[src/rtl/lmgb_pkg.sv]
// Shared types and constants for the LED matrix glyph blitter.
package lmgb_pkg;

    localparam int LMGB_MAX_PANELS = 16;
    localparam int LMGB_ADDR_W     = 8;

    typedef enum logic [1:0] {
        CMD_HDRAW = 2'd0,
        CMD_VDRAW = 2'd1,
        CMD_READ  = 2'd2,
        CMD_WRITE = 2'd3
    } cmd_e_t;

    typedef struct packed {
        logic                   en;
        logic [LMGB_ADDR_W-1:0] addr;
    } rd_req_t;

    typedef struct packed {
        logic                   en;
        logic [LMGB_ADDR_W-1:0] addr;
        logic [7:0]             data;
    } wr_req_t;

endpackage

[src/rtl/lmgb_fbmem.sv]
// Frame buffer memory: one read and one write port, per-entry valid bits, write forwarding.
module lmgb_fbmem #(
    parameter int DEPTH = 8 * lmgb_pkg::LMGB_MAX_PANELS
) (
    input  logic              clk,
    input  logic              rst_n,
    input  lmgb_pkg::rd_req_t rd,
    input  lmgb_pkg::wr_req_t wr,
    output logic [7:0]        rdata
);
    import lmgb_pkg::*;

    localparam int AW = $clog2(DEPTH);

    logic [7:0]       fb_mem [DEPTH];
    logic [DEPTH-1:0] vld_reg;
    logic [7:0]       mem_q_reg;
    logic             vld_q_reg;
    logic             fwd_reg;
    logic [7:0]       fwd_data_reg;
    logic             hit;

    assign hit = wr.en && rd.en && (wr.addr == rd.addr);

    always_ff @(posedge clk)
    begin
        if (wr.en)
        begin
            fb_mem[wr.addr[AW-1:0]] <= wr.data;
        end
        if (rd.en)
        begin
            mem_q_reg    <= fb_mem[rd.addr[AW-1:0]];
            fwd_data_reg <= wr.data;
        end
    end

    always_ff @(posedge clk or negedge rst_n)
    begin
        if (!rst_n)
        begin
            vld_reg   <= '0;
            vld_q_reg <= 1'b0;
            fwd_reg   <= 1'b0;
        end
        else
        begin
            if (wr.en)
            begin
                vld_reg[wr.addr[AW-1:0]] <= 1'b1;
            end
            if (rd.en)
            begin
                vld_q_reg <= vld_reg[rd.addr[AW-1:0]];
                fwd_reg   <= hit;
            end
        end
    end

    // an entry never written reads as zero; a same-edge write wins over the old byte
    assign rdata = fwd_reg ? fwd_data_reg : (vld_q_reg ? mem_q_reg : 8'h00);

endmodule

[src/rtl/led_matrix_glyph_blitter.sv]
// Glyph blitter top level: command sequencer, read-modify-write pipeline, result register.
// A horizontal draw works through 16 byte slots and a vertical draw through 8; a read
// passes through ST_RD to ST_FIN, and a write or an empty draw goes straight to ST_FIN.
// The frame buffer's single read port serves one byte read-modify-write per cycle
// while a draw runs, and one item is worked on at a time.
// Reset: panel_bytes becomes 1 and every frame buffer byte reads zero at once
// through per-entry valid bits; no clearing pass.
module led_matrix_glyph_blitter #(
    parameter int MAX_PANELS = lmgb_pkg::LMGB_MAX_PANELS
) (
    input  logic        clk,
    input  logic        rst_n,
    input  logic        cfg_valid,
    output logic        cfg_ready,
    input  logic [4:0]  cfg_data,     // panel_bytes
    input  logic        s_tvalid,
    output logic        s_tready,
    // position[7:0], glyph[71:8], glyph_width[75:72], address[82:76],
    // write_data[90:83], zero[95:91]
    input  logic [95:0] s_tdata,
    input  logic [1:0]  s_tuser,      // cmd[1:0]
    output logic        m_tvalid,
    input  logic        m_tready,
    output logic [15:0] m_tdata       // next_position[7:0], read_data[15:8]
);
    import lmgb_pkg::*;

    localparam int         FB_DEPTH   = 8 * MAX_PANELS;
    localparam logic [8:0] FB_DEPTH_W = 9'(FB_DEPTH);
    localparam logic [5:0] MAX_W      = 6'(MAX_PANELS);

    typedef enum logic [3:0] {
        ST_IDLE = 4'b0001,
        ST_RUN  = 4'b0010,
        ST_RD   = 4'b0100,
        ST_FIN  = 4'b1000
    } state_t;

    state_t      state_reg, state_next;
    cmd_e_t      cmd_reg, cmd_next;
    logic [63:0] glyph_reg, glyph_next;
    logic [2:0]  bit_reg, bit_next;
    logic        spill_reg, spill_next;
    logic [1:0]  shift_reg, shift_next;
    logic [7:0]  base_reg, base_next;
    logic [3:0]  step_reg, step_next;
    logic [5:0]  pw_reg, pw_next;
    logic [7:0]  nextp_reg, nextp_next;
    logic [6:0]  addr_reg, addr_next;
    logic        rd_ok_reg, rd_ok_next;
    logic        s2_en_reg, s2_en_next;
    logic [7:0]  s2_addr_reg, s2_addr_next;
    logic [7:0]  s2_val_reg, s2_val_next;
    logic        out_valid_reg, out_valid_next;
    logic [15:0] out_data_reg, out_data_next;
    logic [4:0]  panel_bytes_reg;

    // input fields
    cmd_e_t      in_cmd;
    logic [7:0]  in_pos;
    logic [63:0] in_glyph;
    logic [3:0]  in_gw;
    logic [6:0]  in_addr;
    logic [7:0]  in_wd;

    logic        accept;
    logic [5:0]  pw;
    logic [3:0]  cw;
    logic [4:0]  line;
    logic [8:0]  nx;
    logic [8:0]  lim;
    logic        at_edge;
    logic        h_ok;
    logic        v_ok;
    logic        addr_ok;
    logic [3:0]  shift_wide;

    logic [2:0]  row_idx;
    logic [7:0]  grow;
    logic [15:0] hpair;
    logic [3:0]  col;
    logic [7:0]  v_val;
    logic        run_en;
    logic [7:0]  run_addr;
    logic [7:0]  run_val;
    logic        run_last;
    logic        is_h;

    rd_req_t     rd;
    wr_req_t     wr;
    logic [7:0]  fb_rdata;

    assign in_cmd   = cmd_e_t'(s_tuser);
    assign in_pos   = s_tdata[7:0];
    assign in_glyph = s_tdata[71:8];
    assign in_gw    = s_tdata[75:72];
    assign in_addr  = s_tdata[82:76];
    assign in_wd    = s_tdata[90:83];

    assign cfg_ready = 1'b1;
    assign s_tready  = (state_reg == ST_IDLE);
    assign accept    = s_tvalid && s_tready;
    assign m_tvalid  = out_valid_reg;
    assign m_tdata   = out_data_reg;

    // effective panel count and clipping for the item at the port
    always_comb
    begin
        if (panel_bytes_reg == 5'd0)
        begin
            pw = 6'd1;
        end
        else if ({1'b0, panel_bytes_reg} > MAX_W)
        begin
            pw = MAX_W;
        end
        else
        begin
            pw = {1'b0, panel_bytes_reg};
        end
        cw         = (in_gw > 4'd8) ? 4'd8 : in_gw;
        line       = in_pos[7:3];
        nx         = {1'b0, in_pos} + {5'd0, cw};
        lim        = {pw, 3'b000};
        at_edge    = (nx >= lim);
        h_ok       = (cw != 4'd0) && ({1'b0, line} < pw);
        v_ok       = (cw != 4'd0) && (in_pos < {2'b00, pw});
        addr_ok    = ({2'b00, in_addr} < FB_DEPTH_W);
        shift_wide = (4'd8 - cw) >> 1;
    end

    // per-slot byte address and OR value
    always_comb
    begin
        is_h    = (cmd_reg == CMD_HDRAW);
        row_idx = step_reg[3:1];
        grow    = glyph_reg[{~row_idx, 3'b000} +: 8];
        hpair   = {grow, 8'h00} >> bit_reg;
        col     = {1'b0, step_reg[2:0]} + {2'b00, shift_reg};
        for (int r = 0; r < 8; r++)
        begin
            v_val[7-r] = glyph_reg[8*(7-r) + int'(col[2:0])] & ~col[3];
        end
        if (is_h)
        begin
            run_en   = !step_reg[0] || spill_reg;
            run_addr = base_reg + {7'd0, step_reg[0]};
            run_val  = step_reg[0] ? hpair[7:0] : hpair[15:8];
            run_last = (step_reg == 4'd15);
        end
        else
        begin
            run_en   = 1'b1;
            run_addr = base_reg;
            run_val  = v_val;
            run_last = (step_reg == 4'd7);
        end
    end

    always_comb
    begin
        rd.en   = ((state_reg == ST_RUN) && run_en) || ((state_reg == ST_RD) && rd_ok_reg);
        rd.addr = (state_reg == ST_RD) ? {1'b0, addr_reg} : run_addr;
        if (s2_en_reg)
        begin
            wr.en   = 1'b1;
            wr.addr = s2_addr_reg;
            wr.data = fb_rdata | s2_val_reg;
        end
        else
        begin
            wr.en   = accept && (in_cmd == CMD_WRITE) && addr_ok;
            wr.addr = {1'b0, in_addr};
            wr.data = in_wd;
        end
    end

    always_comb
    begin
        state_next     = state_reg;
        cmd_next       = cmd_reg;
        glyph_next     = glyph_reg;
        bit_next       = bit_reg;
        spill_next     = spill_reg;
        shift_next     = shift_reg;
        base_next      = base_reg;
        step_next      = step_reg;
        pw_next        = pw_reg;
        nextp_next     = nextp_reg;
        addr_next      = addr_reg;
        rd_ok_next     = rd_ok_reg;
        s2_en_next     = 1'b0;
        s2_addr_next   = run_addr;
        s2_val_next    = run_val;
        out_valid_next = out_valid_reg && !m_tready;
        out_data_next  = out_data_reg;

        case (state_reg)
            ST_IDLE:
            begin
                if (accept)
                begin
                    cmd_next   = in_cmd;
                    glyph_next = in_glyph;
                    bit_next   = in_pos[2:0];
                    spill_next = ((5'(cw) + 5'(in_pos[2:0])) > 5'd8) && !at_edge;
                    shift_next = shift_wide[1:0];
                    pw_next    = pw;
                    step_next  = 4'd0;
                    addr_next  = in_addr;
                    rd_ok_next = addr_ok;
                    nextp_next = 8'd0;
                    state_next = ST_FIN;
                    case (in_cmd)
                        CMD_HDRAW:
                        begin
                            base_next = {3'b000, line};
                            if (!h_ok)
                            begin
                                nextp_next = in_pos;
                            end
                            else
                            begin
                                nextp_next = at_edge ? lim[7:0] : nx[7:0];
                                state_next = ST_RUN;
                            end
                        end
                        CMD_VDRAW:
                        begin
                            base_next  = in_pos;
                            nextp_next = in_pos + 8'd1;
                            if (v_ok)
                            begin
                                state_next = ST_RUN;
                            end
                        end
                        CMD_READ:
                        begin
                            state_next = ST_RD;
                        end
                        default:
                        begin
                            state_next = ST_FIN;
                        end
                    endcase
                end
            end
            ST_RUN:
            begin
                // read now, merge and write back next cycle
                s2_en_next = run_en;
                step_next  = step_reg + 4'd1;
                if (!is_h || step_reg[0])
                begin
                    base_next = base_reg + {2'b00, pw_reg};
                end
                if (run_last)
                begin
                    state_next = ST_FIN;
                end
            end
            ST_RD:
            begin
                state_next = ST_FIN;
            end
            ST_FIN:
            begin
                if (!out_valid_reg || m_tready)
                begin
                    out_valid_next = 1'b1;
                    out_data_next  = {((cmd_reg == CMD_READ) && rd_ok_reg) ? fb_rdata : 8'h00,
                                      nextp_reg};
                    state_next     = ST_IDLE;
                end
            end
            default:
            begin
                state_next = ST_IDLE;
            end
        endcase
    end

    always_ff @(posedge clk or negedge rst_n)
    begin
        if (!rst_n)
        begin
            state_reg       <= ST_IDLE;
            s2_en_reg       <= 1'b0;
            out_valid_reg   <= 1'b0;
            panel_bytes_reg <= 5'd1;
        end
        else
        begin
            state_reg     <= state_next;
            s2_en_reg     <= s2_en_next;
            out_valid_reg <= out_valid_next;
            if (cfg_valid && cfg_ready)
            begin
                panel_bytes_reg <= cfg_data;
            end
        end
    end

    always_ff @(posedge clk)
    begin
        cmd_reg      <= cmd_next;
        glyph_reg    <= glyph_next;
        bit_reg      <= bit_next;
        spill_reg    <= spill_next;
        shift_reg    <= shift_next;
        base_reg     <= base_next;
        step_reg     <= step_next;
        pw_reg       <= pw_next;
        nextp_reg    <= nextp_next;
        addr_reg     <= addr_next;
        rd_ok_reg    <= rd_ok_next;
        s2_addr_reg  <= s2_addr_next;
        s2_val_reg   <= s2_val_next;
        out_data_reg <= out_data_next;
    end

    lmgb_fbmem #(
        .DEPTH (FB_DEPTH)
    ) u_fbmem (
        .clk   (clk),
        .rst_n (rst_n),
        .rd    (rd),
        .wr    (wr),
        .rdata (fb_rdata)
    );

    // a buffer write while idle comes only from an accepted write beat
    a_idle_write: assert property (@(posedge clk) disable iff (!rst_n)
        (state_reg == ST_IDLE && wr.en) |-> (accept && in_cmd == CMD_WRITE))
        else $error("buffer write while idle without a write beat");

    // every buffer access stays inside the frame buffer
    a_addr_range: assert property (@(posedge clk) disable iff (!rst_n)
        (wr.en || rd.en) |-> (({1'b0, wr.addr} < FB_DEPTH_W) || !wr.en)
                             && (({1'b0, rd.addr} < FB_DEPTH_W) || !rd.en))
        else $error("frame buffer access out of range");

    // a vertical draw runs eight slots only
    a_vdraw_steps: assert property (@(posedge clk) disable iff (!rst_n)
        (state_reg == ST_RUN && cmd_reg == CMD_VDRAW) |-> !step_reg[3])
        else $error("vertical draw overran its slots");

    // a finished result waits while the output slot is held
    a_fin_hold: assert property (@(posedge clk) disable iff (!rst_n)
        (state_reg == ST_FIN && out_valid_reg && !m_tready) |=> (state_reg == ST_FIN))
        else $error("result dropped while output stalled");

endmodule

[config.mk]
export PLATFORM = sky130hd
export DESIGN_NAME = led_matrix_glyph_blitter
export DESIGN_NICKNAME = d
export VERILOG_FILES = /design/src/rtl/lmgb_pkg.sv /design/src/rtl/lmgb_fbmem.sv /design/src/rtl/led_matrix_glyph_blitter.sv
export SDC_FILE = /design/constraint.sdc
export NUM_CORES = 2
export LEC_CHECK = 0
export ABC_AREA = 1
export ABC_CLOCK_PERIOD_IN_PS = 19950
export BUFFER_PORTS_ARGS = -buffer_cell sky130_fd_sc_hd__buf_2
export CAP_MARGIN = 20
export CORE_ASPECT_RATIO = 0.75
export CORE_UTILIZATION = 55
export CTS_CLUSTER_SIZE = 10
export DETAILED_ROUTE_END_ITERATION = 16
export GPL_ROUTABILITY_DRIVEN = 0
export PLACE_DENSITY = 0.74
export SKIP_CTS_REPAIR_TIMING = 1
export SLEW_MARGIN = 20
export SYNTH_ARGS = -nofsm -noshare
export SYNTH_HDL_FRONTEND = slang
export SYNTH_SLANG_ARGS = --single-unit
[constraint.sdc]
create_clock -name clk -period 19.95 [get_ports clk]
set_clock_uncertainty 0.1 [all_clocks]
set_input_delay 0.9975 -clock clk [delete_from_list [all_inputs] [get_ports clk]]
set_output_delay 0.9975 -clock clk [all_outputs]
set_load 0.05 [all_outputs]
==> flow_summary.toml <==
[die]
io_pins = 127
start_util_pct = 55.7
die_h_um = 280
die_w_um = 372
dieArea_mm2 = 0.104
core_area_mm2 = 0.101
rows = 101

[timing]
hold_ws_ns = 0.142
final.period_utilization_pct = 27.8
tightest_slew_ns = 1.18
hold_viol_final = 0
period_minus_slack_ns = 5.54
finalSetupTns_ns = 0
fmax_ghz = 0.180
slew_headroom_pct = 21.6
setup_viol = 0
fin_ws_ns = 14.41
rsz0062_at_grt = "false"
report.final.slew_viol_count = 0

[grt]
met2_usage_pct = 40.3
use_met1_pct = 39.7
grt_pass1_wl_um = 215000
antenna_found_initial = 6
grt_pass1_vias = 36261
grt_max_degree = 244
grtUsageTotal_pct = 27.1
overflow = 0
met3_usage_pct = 5.71
grt.busiest_layer = "met2"

[critical_path]
worst_path_max_delay_cell = "buf_4"
r2r_start = "step_reg[0]"
crit_arrival_ns = 5.93
r2r_slack_ns = 14.41
cp_data_required_time_ns = 20.34
crit_chain = "ha_1, inv_1, nand2_1, nand3_4, nand2_8, buf_4, buf_12, nand2_1, o211ai_1, o211ai_1, nand3_1, nand3_1, nand3_1, nand2_1, nand2_1, nand2_1"
worstSetupEndpoint = "u_fbmem.mem_q_reg[6]"
cp-startpoint = "step_reg[0]"
cp-end-kind = "flop"
timing.rr.end = "u_fbmem.mem_q_reg[6]"
rr_worst_depth = 16
crit_top_cell = "nand2_1"
criticalPathCategory = "reg2reg"
start_kind = "flop"
slowest_delay_ns = 0.94
critPathMaxFanout = 243

[logic_synthesis]
synth_area_mm2 = 0.0565
synth-edff-count = 1160
synth-seq-cells = 1317
yosysSeqAreaShare_pct = 68.5
synth_xor_area_share_pct = 0.339
syn-num-nets = 5082
ys.flop_type = "edfxtp_1"
ys_top_cells_by_area = "edfxtp_1 62%, dfrtp_1 6.2%, o211ai_1 5.8%"
yosys.area_share.simple_pct = 13.1
synth_top_family_by_area = "simple AND/OR/NAND/NOR gates"
yosys_warnings = 0
synth_compound_area_share_pct = 11.1
synth_top_area_share_pct = 61.7
syn-instance-count = 4942
syn-mean-instance-area_um2 = 11.4
async_flop_share_pct = 10.7
synthAdderAreaFrac_pct = 0.749
synth.distinct_cells = 53
muxShareOfSynthArea_pct = 0.0177
yosysTopAreaCell = "edfxtp_1"

[outcome]
status = "finished, final reports clean"

[detailed_routing]
first_pass_iters = 6
remaining_drc_errors = 0
drt-initial-drc-count = 5630
viasPerCell = 6.07
wl_per_cell_um = 22.1
antenna_left = 0
vias = 38547
wirelength_um = 140000

[power_and_ir_drop]
vdd_ir_drop_max_mv = 0.174
p_leak_nw = 22.7
power.density_mw_per_mm2 = 129
power_mw = 7.97

[placed_design]
preCtsSetupSlack_ns = 14.58
dp_hpwl_um = 78100
io_buffers = 120
dpl.cell_count = 6127

[clock_network]
htree_num_levels = 4
clock_latency_ns = 0.76
path_clk_slew_ns = 0.06
cts_buffers = 150
cts_buffer_depth = 3
cts_root_buf = "clkbuf_16"
cts_tree = "built"
cts.sinks = 1317

[finish]
layout_commonest_cell = "edfxtp_1"
mostFrequentLayoutCells = "1,160 x edfxtp_1, 721 x nand2_1, 553 x nand3_1, 490 x inv_1, 436 x o211ai_1"
drive_gt1_share_pct = 7.70
fin_cells = 6346
largest_reg_flops = 1024
nets = 5080
area_delta_synth_final_pct = 9.53
num-fill-cells = 7638

[min_path]
min_path_type = "in2async"

[job]
drv_cap = 0
-- cell usage after synthesis, types with 18 or more instances --
cell type / count
inv_1: 498
buf_2: 142
buf_4: 19
buf_6: 18
o21ai_1: 35
nor2_1: 392
o211ai_1: 436
edfxtp_1: 1160
ha_1: 29
clkbuf_1: 136
o21ai_0: 434
nand2_1: 722
dfrtp_1: 139
a21oi_1: 48
nand3_1: 553
-- power by group --
part	switching, mW	internal (mW)
logic	1.72	0.621
registers	0.0489	3.14
clock network	1.03	1.41
total	2.80	5.17
-- how the worst min path moves through the flow --
stage	from	end	slack [ns]	cells past startpoint
2_1_floorplan	nextp_reg[0]	m_tdata[0]	0.30	0
3_3_place_gp	nextp_reg[4]	m_tdata[4]	0.30	0
3_5_place_dp	nextp_reg[6]	m_tdata[6]	0.31	0
4_1_cts	rst_n	panel_bytes_reg[1]	0.17	1
5_1_grt	rst_n	panel_bytes_reg[1]	0.22	1
6_report	rst_n	panel_bytes_reg[1]	0.14	1
-- kinds of logic (layout without fill, tap and decap cells) --
family	Yosys count	in the layout
AND/OR/NAND/NOR	1736	1736
buffers and inverters	831	892
adder cells (fa/ha/maj)	32	32
multiplexers	1	1
XOR/XNOR	21	21
AO/OA/AOI/OAI	1003	1003
flip-flops	1317	1317
other	1	5
-- metrics by stage --
stage,utilization (%),cell area [um^2]
detailed placement,56.8,57700
floorplan,-,56500
global placement,56.8,57700
global route,61.0,61900
CTS,61.0,61900
finish,61.0,61900
-- worst max-delay path: cells and delay by family (launching register included) --
kind | cells | cell delay [ns]
compound gates | 2 | 0.29
fa+ha+maj | 1 | 0.36
buf+inv | 3 | 1.62
flops | 1 | 0.54
simple gates | 10 | 1.96
-- area by class of cell --
type / instances / area [um^2] / share of cell area, %
Sequential cell: 1317 / 38700 / 62.5
Clock buffer: 205 / 4080 / 6.59
Antenna cell: 4 / 10.0 / 0.0162
Clock inverter: 10 / 114 / 0.184
Multi-Input combinational cell: 2794 / 14400 / 23.2
Inverter: 508 / 1930 / 3.11
Tap cell: 1339 / 1680 / 2.71
Timing Repair Buffer: 169 / 1010 / 1.64
-- routing by layer --
metal,wire (um),vias up,share of wire [%]
li1,-,17475,-
met1,57900,18595,41
met3,15500,295,11
met4,3930,0,2.8
met2,62800,2182,45
met5,0,-,0
Note: power is estimated with default switching activity, not from simulation.
